--- src/rtl/core/hrc_pkg.sv ---
// ----------------------------------------------------------------------------
// hrc_pkg
// Shared types and fixed-point constants for the HSV to RGB converter.
// ----------------------------------------------------------------------------
package hrc_pkg;

  // Field widths
  localparam int unsigned HUE_W      = 16;
  localparam int unsigned CHAN_W     = 8;
  localparam int unsigned REM_W      = 13;  // remainder within one sector
  localparam int unsigned SPROD_W    = 21;  // saturation * remainder
  localparam int unsigned PV_W       = 16;  // value * (255 - saturation)
  localparam int unsigned SCALED_W   = 29;  // value * (D - S*r)
  localparam int unsigned DIV_IN_W   = 20;  // scaled product after >> 9
  localparam int unsigned RECIP_W    = 21;
  localparam int unsigned RPROD_W    = DIV_IN_W + RECIP_W;

  // Hue geometry: one turn is 360 * 128, one sector 60 * 128
  localparam logic [HUE_W-1:0]  HUE_TURN   = 16'd46080;
  localparam logic [HUE_W-1:0]  HUE_SECTOR = 16'd7680;
  localparam logic [CHAN_W-1:0] FULL_SCALE = 8'd255;

  // D = 255 * 7680 = 3825 * 2^9
  localparam logic [SPROD_W-1:0] DEN         = 21'd1958400;
  localparam int unsigned        DEN_SHIFT   = 9;
  localparam logic [11:0]        DEN_ODD     = 12'd3825;
  // floor(2^32 / 3825); estimate is low by at most one
  localparam logic [RECIP_W-1:0] RECIP       = 21'd1122867;
  localparam int unsigned        RECIP_SHIFT = 32;

  // Six hue sectors
  typedef enum logic [2:0] {
    SECT_RED     = 3'd0,
    SECT_YELLOW  = 3'd1,
    SECT_GREEN   = 3'd2,
    SECT_CYAN    = 3'd3,
    SECT_BLUE    = 3'd4,
    SECT_MAGENTA = 3'd5
  } hrc_sect_t;

  // Port payloads
  typedef struct packed {
    logic [HUE_W-1:0]  hue;
    logic [CHAN_W-1:0] saturation;
    logic [CHAN_W-1:0] brightness;
  } hrc_in_t;

  typedef struct packed {
    logic [CHAN_W-1:0] red;
    logic [CHAN_W-1:0] green;
    logic [CHAN_W-1:0] blue;
  } hrc_out_t;

  // Between sector stage and product stages
  typedef struct packed {
    hrc_sect_t         sector;
    logic [REM_W-1:0]  rem;
    logic [CHAN_W-1:0] sat;
    logic [CHAN_W-1:0] val;
  } hrc_sec_t;

  // Between product stages and divider stages
  typedef struct packed {
    hrc_sect_t           sector;
    logic [CHAN_W-1:0]   val;
    logic [CHAN_W-1:0]   p;
    logic [DIV_IN_W-1:0] zq;
    logic [DIV_IN_W-1:0] zt;
  } hrc_frac_t;

  // Between divider stages and output mux
  typedef struct packed {
    hrc_sect_t         sector;
    logic [CHAN_W-1:0] val;
    logic [CHAN_W-1:0] p;
    logic [CHAN_W-1:0] q;
    logic [CHAN_W-1:0] t;
  } hrc_chan_t;

  // Start of each sector in hue units
  function automatic logic [HUE_W-1:0] sector_base(input logic [2:0] idx);
    logic [HUE_W-1:0] base;
    unique case (idx)
      SECT_RED:     base = 16'd0;
      SECT_YELLOW:  base = 16'd7680;
      SECT_GREEN:   base = 16'd15360;
      SECT_CYAN:    base = 16'd23040;
      SECT_BLUE:    base = 16'd30720;
      SECT_MAGENTA: base = 16'd38400;
      default:      base = 16'd0;
    endcase
    return base;
  endfunction

endpackage

--- src/rtl/core/hrc_sector.sv ---
// ----------------------------------------------------------------------------
// hrc_sector
// Stage 1: folds out-of-range hue to zero, finds the sector and remainder.
// ----------------------------------------------------------------------------
module hrc_sector (
  input  logic             clk,
  input  logic             rst_n,
  input  logic             in_vld,
  output logic             in_rdy,
  input  hrc_pkg::hrc_in_t in_data,
  output logic             out_vld,
  input  logic             out_rdy,
  output hrc_pkg::hrc_sec_t out_data
);

  logic                        vld_r;
  hrc_pkg::hrc_sec_t           data_r;
  hrc_pkg::hrc_sec_t           data_nxt;
  logic [hrc_pkg::HUE_W-1:0]   hue_c;
  logic [hrc_pkg::HUE_W-1:0]   rem_full;
  logic [2:0]                  cnt;

  assign in_rdy = !vld_r || out_rdy;

  // Sector = number of sector boundaries at or below the hue
  always_comb begin
    hue_c = (in_data.hue >= hrc_pkg::HUE_TURN) ? '0 : in_data.hue;
    cnt   = 3'd0;
    for (int k = 1; k < 6; k++) begin
      if (hue_c >= 16'(k) * hrc_pkg::HUE_SECTOR) begin
        cnt = cnt + 3'd1;
      end
    end
    rem_full        = hue_c - hrc_pkg::sector_base(cnt);
    data_nxt.sector = hrc_pkg::hrc_sect_t'(cnt);
    data_nxt.rem    = rem_full[hrc_pkg::REM_W-1:0];
    data_nxt.sat    = in_data.saturation;
    data_nxt.val    = in_data.brightness;
  end

  // Valid bit
  always_ff @(posedge clk) begin
    if (!rst_n) begin
      vld_r <= 1'b0;
    end else if (in_rdy) begin
      vld_r <= in_vld;
    end
  end

  // Payload
  always_ff @(posedge clk) begin
    if (in_rdy && in_vld) begin
      data_r <= data_nxt;
    end
  end

  assign out_vld  = vld_r;
  assign out_data = data_r;

endmodule

--- src/rtl/core/hrc_mult.sv ---
// ----------------------------------------------------------------------------
// hrc_mult
// Stages 2-3: saturation products, then value scaling and the p channel.
// ----------------------------------------------------------------------------
module hrc_mult (
  input  logic               clk,
  input  logic               rst_n,
  input  logic               in_vld,
  output logic               in_rdy,
  input  hrc_pkg::hrc_sec_t  in_data,
  output logic               out_vld,
  input  logic               out_rdy,
  output hrc_pkg::hrc_frac_t out_data
);

  typedef struct packed {
    hrc_pkg::hrc_sect_t              sector;
    logic [hrc_pkg::CHAN_W-1:0]      val;
    logic [hrc_pkg::PV_W-1:0]        pv;
    logic [hrc_pkg::SPROD_W-1:0]     srq;
    logic [hrc_pkg::SPROD_W-1:0]     srt;
  } prod_t;

  logic                          a_vld_r;
  logic                          b_vld_r;
  logic                          a_rdy;
  logic                          b_rdy;
  prod_t                         a_r;
  prod_t                         a_nxt;
  hrc_pkg::hrc_frac_t            b_r;
  hrc_pkg::hrc_frac_t            b_nxt;
  logic [hrc_pkg::REM_W-1:0]     rem_t;
  logic [hrc_pkg::SPROD_W-1:0]   nq;
  logic [hrc_pkg::SPROD_W-1:0]   nt;
  logic [hrc_pkg::SCALED_W-1:0]  yq;
  logic [hrc_pkg::SCALED_W-1:0]  yt;
  logic [hrc_pkg::PV_W:0]        psum;

  assign b_rdy  = !b_vld_r || out_rdy;
  assign a_rdy  = !a_vld_r || b_rdy;
  assign in_rdy = a_rdy;

  // Stage A: S*r, S*(7680-r), V*(255-S)
  always_comb begin
    rem_t        = hrc_pkg::HUE_SECTOR[hrc_pkg::REM_W-1:0] - in_data.rem;
    a_nxt.sector = in_data.sector;
    a_nxt.val    = in_data.val;
    a_nxt.srq    = 21'(in_data.sat) * 21'(in_data.rem);
    a_nxt.srt    = 21'(in_data.sat) * 21'(rem_t);
    a_nxt.pv     = 16'(in_data.val) * 16'(hrc_pkg::FULL_SCALE - in_data.sat);
  end

  // Stage B: V*(D - S*x) >> 9, p = pv / 255
  always_comb begin
    nq           = hrc_pkg::DEN - a_r.srq;
    nt           = hrc_pkg::DEN - a_r.srt;
    yq           = 29'(a_r.val) * 29'(nq);
    yt           = 29'(a_r.val) * 29'(nt);
    // exact x/255 for x up to 65025
    psum         = 17'(a_r.pv) + 17'(a_r.pv[15:8]) + 17'd1;
    b_nxt.sector = a_r.sector;
    b_nxt.val    = a_r.val;
    b_nxt.p      = psum[15:8];
    b_nxt.zq     = yq[hrc_pkg::DEN_SHIFT +: hrc_pkg::DIV_IN_W];
    b_nxt.zt     = yt[hrc_pkg::DEN_SHIFT +: hrc_pkg::DIV_IN_W];
  end

  // Valid bits
  always_ff @(posedge clk) begin
    if (!rst_n) begin
      a_vld_r <= 1'b0;
      b_vld_r <= 1'b0;
    end else begin
      if (a_rdy) begin
        a_vld_r <= in_vld;
      end
      if (b_rdy) begin
        b_vld_r <= a_vld_r;
      end
    end
  end

  // Payload
  always_ff @(posedge clk) begin
    if (a_rdy && in_vld) begin
      a_r <= a_nxt;
    end
    if (b_rdy && a_vld_r) begin
      b_r <= b_nxt;
    end
  end

  assign out_vld  = b_vld_r;
  assign out_data = b_r;

endmodule

--- src/rtl/core/hrc_div.sv ---
// ----------------------------------------------------------------------------
// hrc_div
// Stages 4-5: divide q and t numerators by 3825 via reciprocal and fix-up.
// ----------------------------------------------------------------------------
module hrc_div (
  input  logic               clk,
  input  logic               rst_n,
  input  logic               in_vld,
  output logic               in_rdy,
  input  hrc_pkg::hrc_frac_t in_data,
  output logic               out_vld,
  input  logic               out_rdy,
  output hrc_pkg::hrc_chan_t out_data
);

  typedef struct packed {
    hrc_pkg::hrc_sect_t            sector;
    logic [hrc_pkg::CHAN_W-1:0]    val;
    logic [hrc_pkg::CHAN_W-1:0]    p;
    logic [hrc_pkg::CHAN_W-1:0]    eq;
    logic [hrc_pkg::CHAN_W-1:0]    et;
    logic [hrc_pkg::DIV_IN_W-1:0]  zq;
    logic [hrc_pkg::DIV_IN_W-1:0]  zt;
  } est_t;

  logic                          a_vld_r;
  logic                          b_vld_r;
  logic                          a_rdy;
  logic                          b_rdy;
  est_t                          a_r;
  est_t                          a_nxt;
  hrc_pkg::hrc_chan_t            b_r;
  hrc_pkg::hrc_chan_t            b_nxt;
  logic [hrc_pkg::RPROD_W-1:0]   rq;
  logic [hrc_pkg::RPROD_W-1:0]   rt;
  logic [hrc_pkg::DIV_IN_W-1:0]  cq;
  logic [hrc_pkg::DIV_IN_W-1:0]  ct;
  logic [hrc_pkg::DIV_IN_W-1:0]  dq;
  logic [hrc_pkg::DIV_IN_W-1:0]  dt;

  assign b_rdy  = !b_vld_r || out_rdy;
  assign a_rdy  = !a_vld_r || b_rdy;
  assign in_rdy = a_rdy;

  // Stage A: quotient estimate, never above the true quotient
  always_comb begin
    rq           = 41'(in_data.zq) * 41'(hrc_pkg::RECIP);
    rt           = 41'(in_data.zt) * 41'(hrc_pkg::RECIP);
    a_nxt.sector = in_data.sector;
    a_nxt.val    = in_data.val;
    a_nxt.p      = in_data.p;
    a_nxt.eq     = rq[hrc_pkg::RECIP_SHIFT +: hrc_pkg::CHAN_W];
    a_nxt.et     = rt[hrc_pkg::RECIP_SHIFT +: hrc_pkg::CHAN_W];
    a_nxt.zq     = in_data.zq;
    a_nxt.zt     = in_data.zt;
  end

  // Stage B: bump estimate when the remainder reaches the divisor
  always_comb begin
    cq           = 20'(a_r.eq) * 20'(hrc_pkg::DEN_ODD);
    ct           = 20'(a_r.et) * 20'(hrc_pkg::DEN_ODD);
    dq           = a_r.zq - cq;
    dt           = a_r.zt - ct;
    b_nxt.sector = a_r.sector;
    b_nxt.val    = a_r.val;
    b_nxt.p      = a_r.p;
    b_nxt.q      = (dq >= 20'(hrc_pkg::DEN_ODD)) ? a_r.eq + 8'd1 : a_r.eq;
    b_nxt.t      = (dt >= 20'(hrc_pkg::DEN_ODD)) ? a_r.et + 8'd1 : a_r.et;
  end

  // Valid bits
  always_ff @(posedge clk) begin
    if (!rst_n) begin
      a_vld_r <= 1'b0;
      b_vld_r <= 1'b0;
    end else begin
      if (a_rdy) begin
        a_vld_r <= in_vld;
      end
      if (b_rdy) begin
        b_vld_r <= a_vld_r;
      end
    end
  end

  // Payload
  always_ff @(posedge clk) begin
    if (a_rdy && in_vld) begin
      a_r <= a_nxt;
    end
    if (b_rdy && a_vld_r) begin
      b_r <= b_nxt;
    end
  end

  assign out_vld  = b_vld_r;
  assign out_data = b_r;

endmodule

--- src/rtl/core/hsv_to_rgb_converter_top.sv ---
// Pipeline: six register stages (sector, product A and B, divider A and B,
//   output register) carry each color from input transfer to out_valid.
// Throughput: one color per cycle while out_stall is low, set by the fully pipelined multipliers.
// Each stage holds its item under stall while emptier stages still fill.
// Reset (synchronous, rst_n low) clears every valid bit; no datapath state.
// ----------------------------------------------------------------------------
// hsv_to_rgb_converter_top
// Pipelined HSV to 8-bit RGB converter with valid/stall handshakes.
// ----------------------------------------------------------------------------
module hsv_to_rgb_converter_top (
  input  logic              clk,
  input  logic              rst_n,
  input  logic              in_valid,
  output logic              in_stall,
  input  hrc_pkg::hrc_in_t  in_data,
  output logic              out_valid,
  input  logic              out_stall,
  output hrc_pkg::hrc_out_t out_data
);

  logic               sec_in_rdy;
  logic               sec_vld;
  logic               sec_rdy;
  hrc_pkg::hrc_sec_t  sec_data;
  logic               frac_vld;
  logic               frac_rdy;
  hrc_pkg::hrc_frac_t frac_data;
  logic               chan_vld;
  logic               chan_rdy;
  hrc_pkg::hrc_chan_t chan_data;
  logic               out_vld_r;
  hrc_pkg::hrc_out_t  out_r;
  hrc_pkg::hrc_out_t  out_nxt;

  assign in_stall = !sec_in_rdy;

  hrc_sector u_sector (
    .clk      (clk),
    .rst_n    (rst_n),
    .in_vld   (in_valid),
    .in_rdy   (sec_in_rdy),
    .in_data  (in_data),
    .out_vld  (sec_vld),
    .out_rdy  (sec_rdy),
    .out_data (sec_data)
  );

  hrc_mult u_mult (
    .clk      (clk),
    .rst_n    (rst_n),
    .in_vld   (sec_vld),
    .in_rdy   (sec_rdy),
    .in_data  (sec_data),
    .out_vld  (frac_vld),
    .out_rdy  (frac_rdy),
    .out_data (frac_data)
  );

  hrc_div u_div (
    .clk      (clk),
    .rst_n    (rst_n),
    .in_vld   (frac_vld),
    .in_rdy   (frac_rdy),
    .in_data  (frac_data),
    .out_vld  (chan_vld),
    .out_rdy  (chan_rdy),
    .out_data (chan_data)
  );

  assign chan_rdy = !out_vld_r || !out_stall;

  // Sector routing of V, p, q, t onto R, G, B
  always_comb begin
    unique case (chan_data.sector)
      hrc_pkg::SECT_RED: begin
        out_nxt = '{red: chan_data.val, green: chan_data.t, blue: chan_data.p};
      end
      hrc_pkg::SECT_YELLOW: begin
        out_nxt = '{red: chan_data.q, green: chan_data.val, blue: chan_data.p};
      end
      hrc_pkg::SECT_GREEN: begin
        out_nxt = '{red: chan_data.p, green: chan_data.val, blue: chan_data.t};
      end
      hrc_pkg::SECT_CYAN: begin
        out_nxt = '{red: chan_data.p, green: chan_data.q, blue: chan_data.val};
      end
      hrc_pkg::SECT_BLUE: begin
        out_nxt = '{red: chan_data.t, green: chan_data.p, blue: chan_data.val};
      end
      default: begin
        out_nxt = '{red: chan_data.val, green: chan_data.p, blue: chan_data.q};
      end
    endcase
  end

  // Output register valid
  always_ff @(posedge clk) begin
    if (!rst_n) begin
      out_vld_r <= 1'b0;
    end else if (chan_rdy) begin
      out_vld_r <= chan_vld;
    end
  end

  // Output register payload
  always_ff @(posedge clk) begin
    if (chan_rdy && chan_vld) begin
      out_r <= out_nxt;
    end
  end

  assign out_valid = out_vld_r;
  assign out_data  = out_r;

endmodule

--- config.mk ---
export PLATFORM = sky130hd
export DESIGN_NAME = hsv_to_rgb_converter_top
export DESIGN_NICKNAME = d
export VERILOG_FILES = /design/src/rtl/core/hrc_pkg.sv /design/src/rtl/core/hrc_sector.sv /design/src/rtl/core/hrc_mult.sv /design/src/rtl/core/hrc_div.sv /design/src/rtl/core/hsv_to_rgb_converter_top.sv
export SDC_FILE = /design/constraint.sdc
export NUM_CORES = 2
export LEC_CHECK = 0
export BUFFER_PORTS_ARGS = -buffer_cell sky130_fd_sc_hd__buf_2
export CAP_MARGIN = 0
export CORE_ASPECT_RATIO = 1.2
export CORE_MARGIN = 4
export CORE_UTILIZATION = 35
export DETAILED_ROUTE_END_ITERATION = 10
export GPL_TIMING_DRIVEN = 0
export MAX_ROUTING_LAYER = met4
export PLACE_DENSITY = 0.48
export SLEW_MARGIN = 0
export SYNTH_ARGS = -nofsm -noshare
export SYNTH_HDL_FRONTEND = slang
export SYNTH_SLANG_ARGS = --single-unit
--- constraint.sdc ---
create_clock -name clk -period 6.65 [get_ports clk]
set_input_delay 0.665 -clock clk [delete_from_list [all_inputs] [get_ports clk]]
set_output_delay 0.665 -clock clk [all_outputs]
set_load 0.005 [all_outputs]
**Word-level counts from Yosys, hierarchy flattened**

Index checks and enable logic that the tools add are counted.

- Flip-flop bits (word level): 300
- Input bits: 36
- Word-level logic and storage cells: 107
- Memory bits (writable): 0
- Bits in latches: 0
- Memory bits (read-only): 0
- Memories: 0

- Multipliers: 9
- Reduce and logical (&&, ||, !) cells: 21
- Magnitude comparators: 8
- Equality and inequality tests: 9
- Shifts and indexed selects: 0
- Bitwise logic cells: 0
- Divide/modulo/power cells: 0
- Add/subtract/negate cells: 15
- Muxes and demuxes: 10

Operators with widths:

| kind | count |
|---|---|
| $pmux 24 s5 | 1 |
| $mul 20x21->40 const B | 2 |
| $pmux 13 s5 | 1 |
| $mul 8x21->29 | 2 |
| $mul 8x13->21 | 2 |
| $sub 21x21->21 const A | 2 |
| $ge 20x12->1 const B | 2 |
| $mul 8x12->20 const B | 2 |
| $sub 20x20->20 | 2 |
| $ge 16x15->1 const B | 2 |
| $ge 16x16->1 const B | 2 |
| $add 16x1->16 const B | 1 |
| $add 16x8->16 | 1 |
| $add 8x1->8 const B | 2 |
| $ge 16x13->1 const B | 1 |
| $ge 16x14->1 const B | 1 |
| $mul 8x16->16 | 1 |
| $mux 16 | 1 |
| $mux 8 | 2 |
| $sub 13x13->13 | 1 |
| $sub 13x13->13 const A | 1 |
| $eq 3x2->1 const B | 4 |
| $mux 3 | 4 |
| $add 3x1->3 const B | 3 |
| 9 further kinds | 29 |

**Longest topological paths before layout**

- Depth in word-level cells: 15
- Mapped depth: 27
- Gate-level depth less buffers: 26

**By module**

Synthesis repeated with hierarchy kept, for this count alone.

- Cell total of the unflattened synthesis: 4453
- Area, all modules: 45757.6 um^2

Modules (own cells, without submodules):

| module | cells each | area an instance (um^2) | times used |
|---|---|---|---|
| hrc_mult | 2359 | 23186.0 | 1 |
| hrc_div | 1807 | 19133.4 | 1 |
| hrc_sector | 128 | 1722.9 | 1 |
| hsv_to_rgb_converter_top | 159 | 1715.4 | 1 |

**Least setup slack after synthesis**

Ideal clock, no wire load.

- Kind: input to register
- Start: input out_stall
- End: register u_div.a_r[0] in the netlist's numbering (enable)
- Data arrival time: 6.342 ns
- Cell stages on the path: 2
- Setup slack: -0.315 ns
- Buffers on the path: 0
- Cells stage by stage: and3_1 -> a21boi_0

- Longest elaborated chain between the ends: 5

Ends and longest elaborated chain:

| element | line | text |
|---|---|---|
| from (decl) | hsv_to_rgb_converter_top.sv:17 | `input logic out_stall,` |
| $logic_not 1->1 | hsv_to_rgb_converter_top.sv:70 | `assign chan_rdy = !out_vld_r \|\| !out_stall;` |
| $logic_or 1x1->1 | hsv_to_rgb_converter_top.sv:70 |  |
| $logic_or 1x1->1 | hrc_div.sv:41 | `assign b_rdy = !b_vld_r \|\| out_rdy;` |
| $logic_or 1x1->1 | hrc_div.sv:42 | `assign a_rdy = !a_vld_r \|\| b_rdy;` |
| $logic_and 1x1->1 | hrc_div.sv:88 | `if (a_rdy && in_vld) begin` |
| to (signal assigned) | hrc_div.sv:89 | `a_r <= a_nxt;` |
| to (decl) | hrc_div.sv:30 | `est_t a_r;` |

No other way between the ends.
A chain may end at the register's enable or synchronous reset.

==> impl_metrics.toml <==
[hold_path]
worstHoldStart = "in_data[2]"
whs_path_depth = 1
hold_path_class = "input port to flop"
worstHoldEndpoint = "u_sector.out_data[2]$_DFFE_PP_"

[worst_setup_path]
r2r_slack_ns = 0.29
cp_data_arrival_time_ns = 6.70
path_max_fanout = 10
cp.required_ns = 6.98
crit_path_start_kind = "flop"
end_kind = "flop"
crit_type = "flop to flop"
reg2reg_depth = 22
reg2reg_to = "u_mult.out_data[39]$_DFFE_PP_"
timing.rr.start = "u_mult.a_r[0]$_DFFE_PP_"
cp-startpoint = "u_mult.a_r[0]$_DFFE_PP_"

[die]
io_pins = 62
die-area_um2 = 135000
rows = 144
initial_core_util_pct = 35.2
die_y_um = 402
die_width_um = 336
core_area_um2 = 128000

[global_routing]
grt_max_degree = 35
use_met1_pct = 21.1
grt_first_pass_wirelength_mm = 176
met2_usage_pct = 30.0
grt_usage_pct = 17.0
antenna_found_initial = 2
grt_pass1_vias = 31900
gr-max-usage-layer = "met2"
grtUsageMet3_pct = 1.45
overflow = 0

[routing]
vias = 29600
first_pass_iters = 7
drt_iter0_drc = 1506
via_per_inst = 4.74
wl_per_cell_um = 17.3
ant_nets = 0
routed_wl_mm = 108
drc = 0

[cts]
cts.path.max_buffers = 3
path_clk_slew_ns = 0.06
clkSinkCount = 299
holdBufCountCts = 0
cts_tree = "done"
numCtsBuffers = 42
htreeDepth = 2
clock_latency_ns = 0.61
root_buffer = "clkbuf_16"

[logic_synthesis]
syn_area_um2 = 45200
synth_area_per_cell_um2 = 10.3
synth_nets = 5781
synth_seq_cells = 299
synth_cell_type_count = 79
synthArstFlopShare_pct = 0
yosys_warnings = 0
synth_top_area_share_pct = 28.2
synth_edf_count = 293
synth_ff_type = "edfxtp_1"
synth_area_leader_cell = "fa_1"
synth_area_leaders = "fa_1 28%, ha_1 20%, edfxtp_1 19%, inv_1 7.8%, and2_1 4.3%"
synthCells = 4385
synth.yosys.seq_area_share_pct = 19.7

[timing]
setup_ws_ns = 0.286
max_slew.worst_pin.slew_ns = 1.06
period_share_pct = 95.7
setup_violations = 0
fin_hold_ws_ns = 0.243
finalMaxSlewViolations = 0
fin_worst_skew_ns = 0.0243
rsz0062_at_grt = "yes"
maxSlewHeadroom_pct = 27.2
period_needed_ns = 6.36
max_freq_mhz = 157
hold_violations = 0

[cells_and_area]
seq_area_um2 = 8920
drive_above_1_share_pct = 6.40
antenna_cells = 0
multi_input_area_um2 = 33100
layout_common_cells = "934 x inv_1, 720 x ha_1, 638 x fa_1"
n_fill_cell = 12900
nets = 5943
area_delta_synth_final_pct = 11.0
fin_cells = 6258
layout_commonest_cell = "inv_1"

[place]
hpwl_mm = 90.3
dp_cells = 6133
portBuffers = 61
place_congestion = 0.857
place_ws_ns = -0.786

[run_status]
status = "finished, final reports clean"

[run]
drv_cap = 0
## worst max path at each step
| stage | endpoint | cells past startpoint |
|---|---|---|
| finish | u_mult.out_data[39]$_DFFE_PP_ | 22 |
| global route | u_mult.out_data[19]$_DFFE_PP_ | 25 |
| CTS | u_div.a_r[47]$_DFFE_PP_ | 20 |
| detailed placement | u_mult.out_data[19]$_DFFE_PP_ | 22 |
| global placement | u_mult.out_data[19]$_DFFE_PP_ | 22 |
| floorplan | u_mult.out_data[39]$_DFFE_PP_ | 24 |
## cell families (layout without fill, tap and decap cells)
logic type	count (synthesis)	count (layout)	synth area share, %
compound gates	431	431	6.57
xor+xnor	191	191	3.71
fa+ha+maj	1360	1360	48.2
buf+inv	1029	1223	8.54
flops	299	299	19.7
mux	31	31	0.727
simple gates	1044	1044	12.5
## state kept, by name, indices dropped and copies added, names as in the netlist
signal,count
u_div.out_vld,1
u_mult.out_data,59
u_sector.out_data,32
u_div.a_r,75
u_mult.out_vld,1
u_div.out_data,35
u_div.a_vld_r,1
out_valid,1
u_mult.a_vld_r,1
out_data,24
u_mult.a_r,68
u_sector.out_vld,1
## area by class of cell
type | instances | share of cell area [%]
plain buffers | 92 | 0.700
clock buffers | 47 | 2.17
clock inverters | 29 | 0.618
inverters | 936 | 7.00
multi-input cells | 3057 | 65.9
flip-flops and latches | 299 | 17.8
well taps | 1679 | 4.18
repair buffers | 119 | 1.67
## routing by layer
| metal | wire (um) | part of all wire (%) |
|---|---|---|
| met2 | 55300 | 51 |
| met5 | 0 | 0 |
| met4 | 2910 | 2.7 |
| met3 | 2780 | 2.6 |
| met1 | 47100 | 44 |
## through the flow
stage / cell area (um^2) / setup TNS (ns) / util (%)
2_1_floorplan: 45200 / 0 / -
3_3_place_gp: 47600 / -37.87 / 37.1
3_5_place_dp: 47900 / -5.84 / 37.3
4_1_cts: 49600 / 0 / 38.6
5_1_grt: 50200 / -0.0813 / 39.1
6_report: 50200 / 0 / 39.1
## worst max-delay path: stages (launching register included)
cell and delay (ns):
edfxtp_1 0.39, clkbuf_4 0.20, inv_1 0.11, ha_2 0.21, nand3b_1 0.16, buf_4 0.21, nor3_2 0.17, xnor2_2 0.20
and2_1 0.23, fa_1 0.52, fa_1 0.48, fa_1 0.56, fa_1 0.44, ha_1 0.23, or4_1 0.57, nor2_2 0.13
a2bb2oi_2 0.13, a31oi_2 0.29, a21oi_1 0.15, o21ai_1 0.19, nand2_1 0.11, o41ai_2 0.32, xnor2_1 0.09
## timing repair
item / in CTS / in global routing
pin swaps: 3 / 13
gates cloned: 0 / 0
buffers inserted: 6 / 44
endpoints found under the setup margin: 23 / 26
endpoints found under the hold margin: 0 / 0
gates resized for setup: 39 / 53
## synthesized netlist by cell type (13+ instances only)
cell / n
a21boi_0: 14
a21o_1: 29
a21oi_1: 96
and2_1: 314
and3_1: 17
clkbuf_1: 85
edfxtp_1: 293
fa_1: 638
ha_1: 722
inv_1: 935
mux2_2: 13
mux2i_1: 16
nand2_1: 217
nand2b_1: 67
nand3_1: 31
nand3b_1: 16
nand4_1: 18
nor2_1: 124
nor2b_1: 131
nor3_1: 44
nor3b_1: 14
o211ai_1: 15
o21a_1: 39
o21ai_0: 84
or2_2: 14
or3_1: 14
xnor2_1: 132
xor2_1: 58
Power is left out: the tool's default activity adds up to more than one toggle a clock period on the data nets, which glitch-free logic cannot reach.
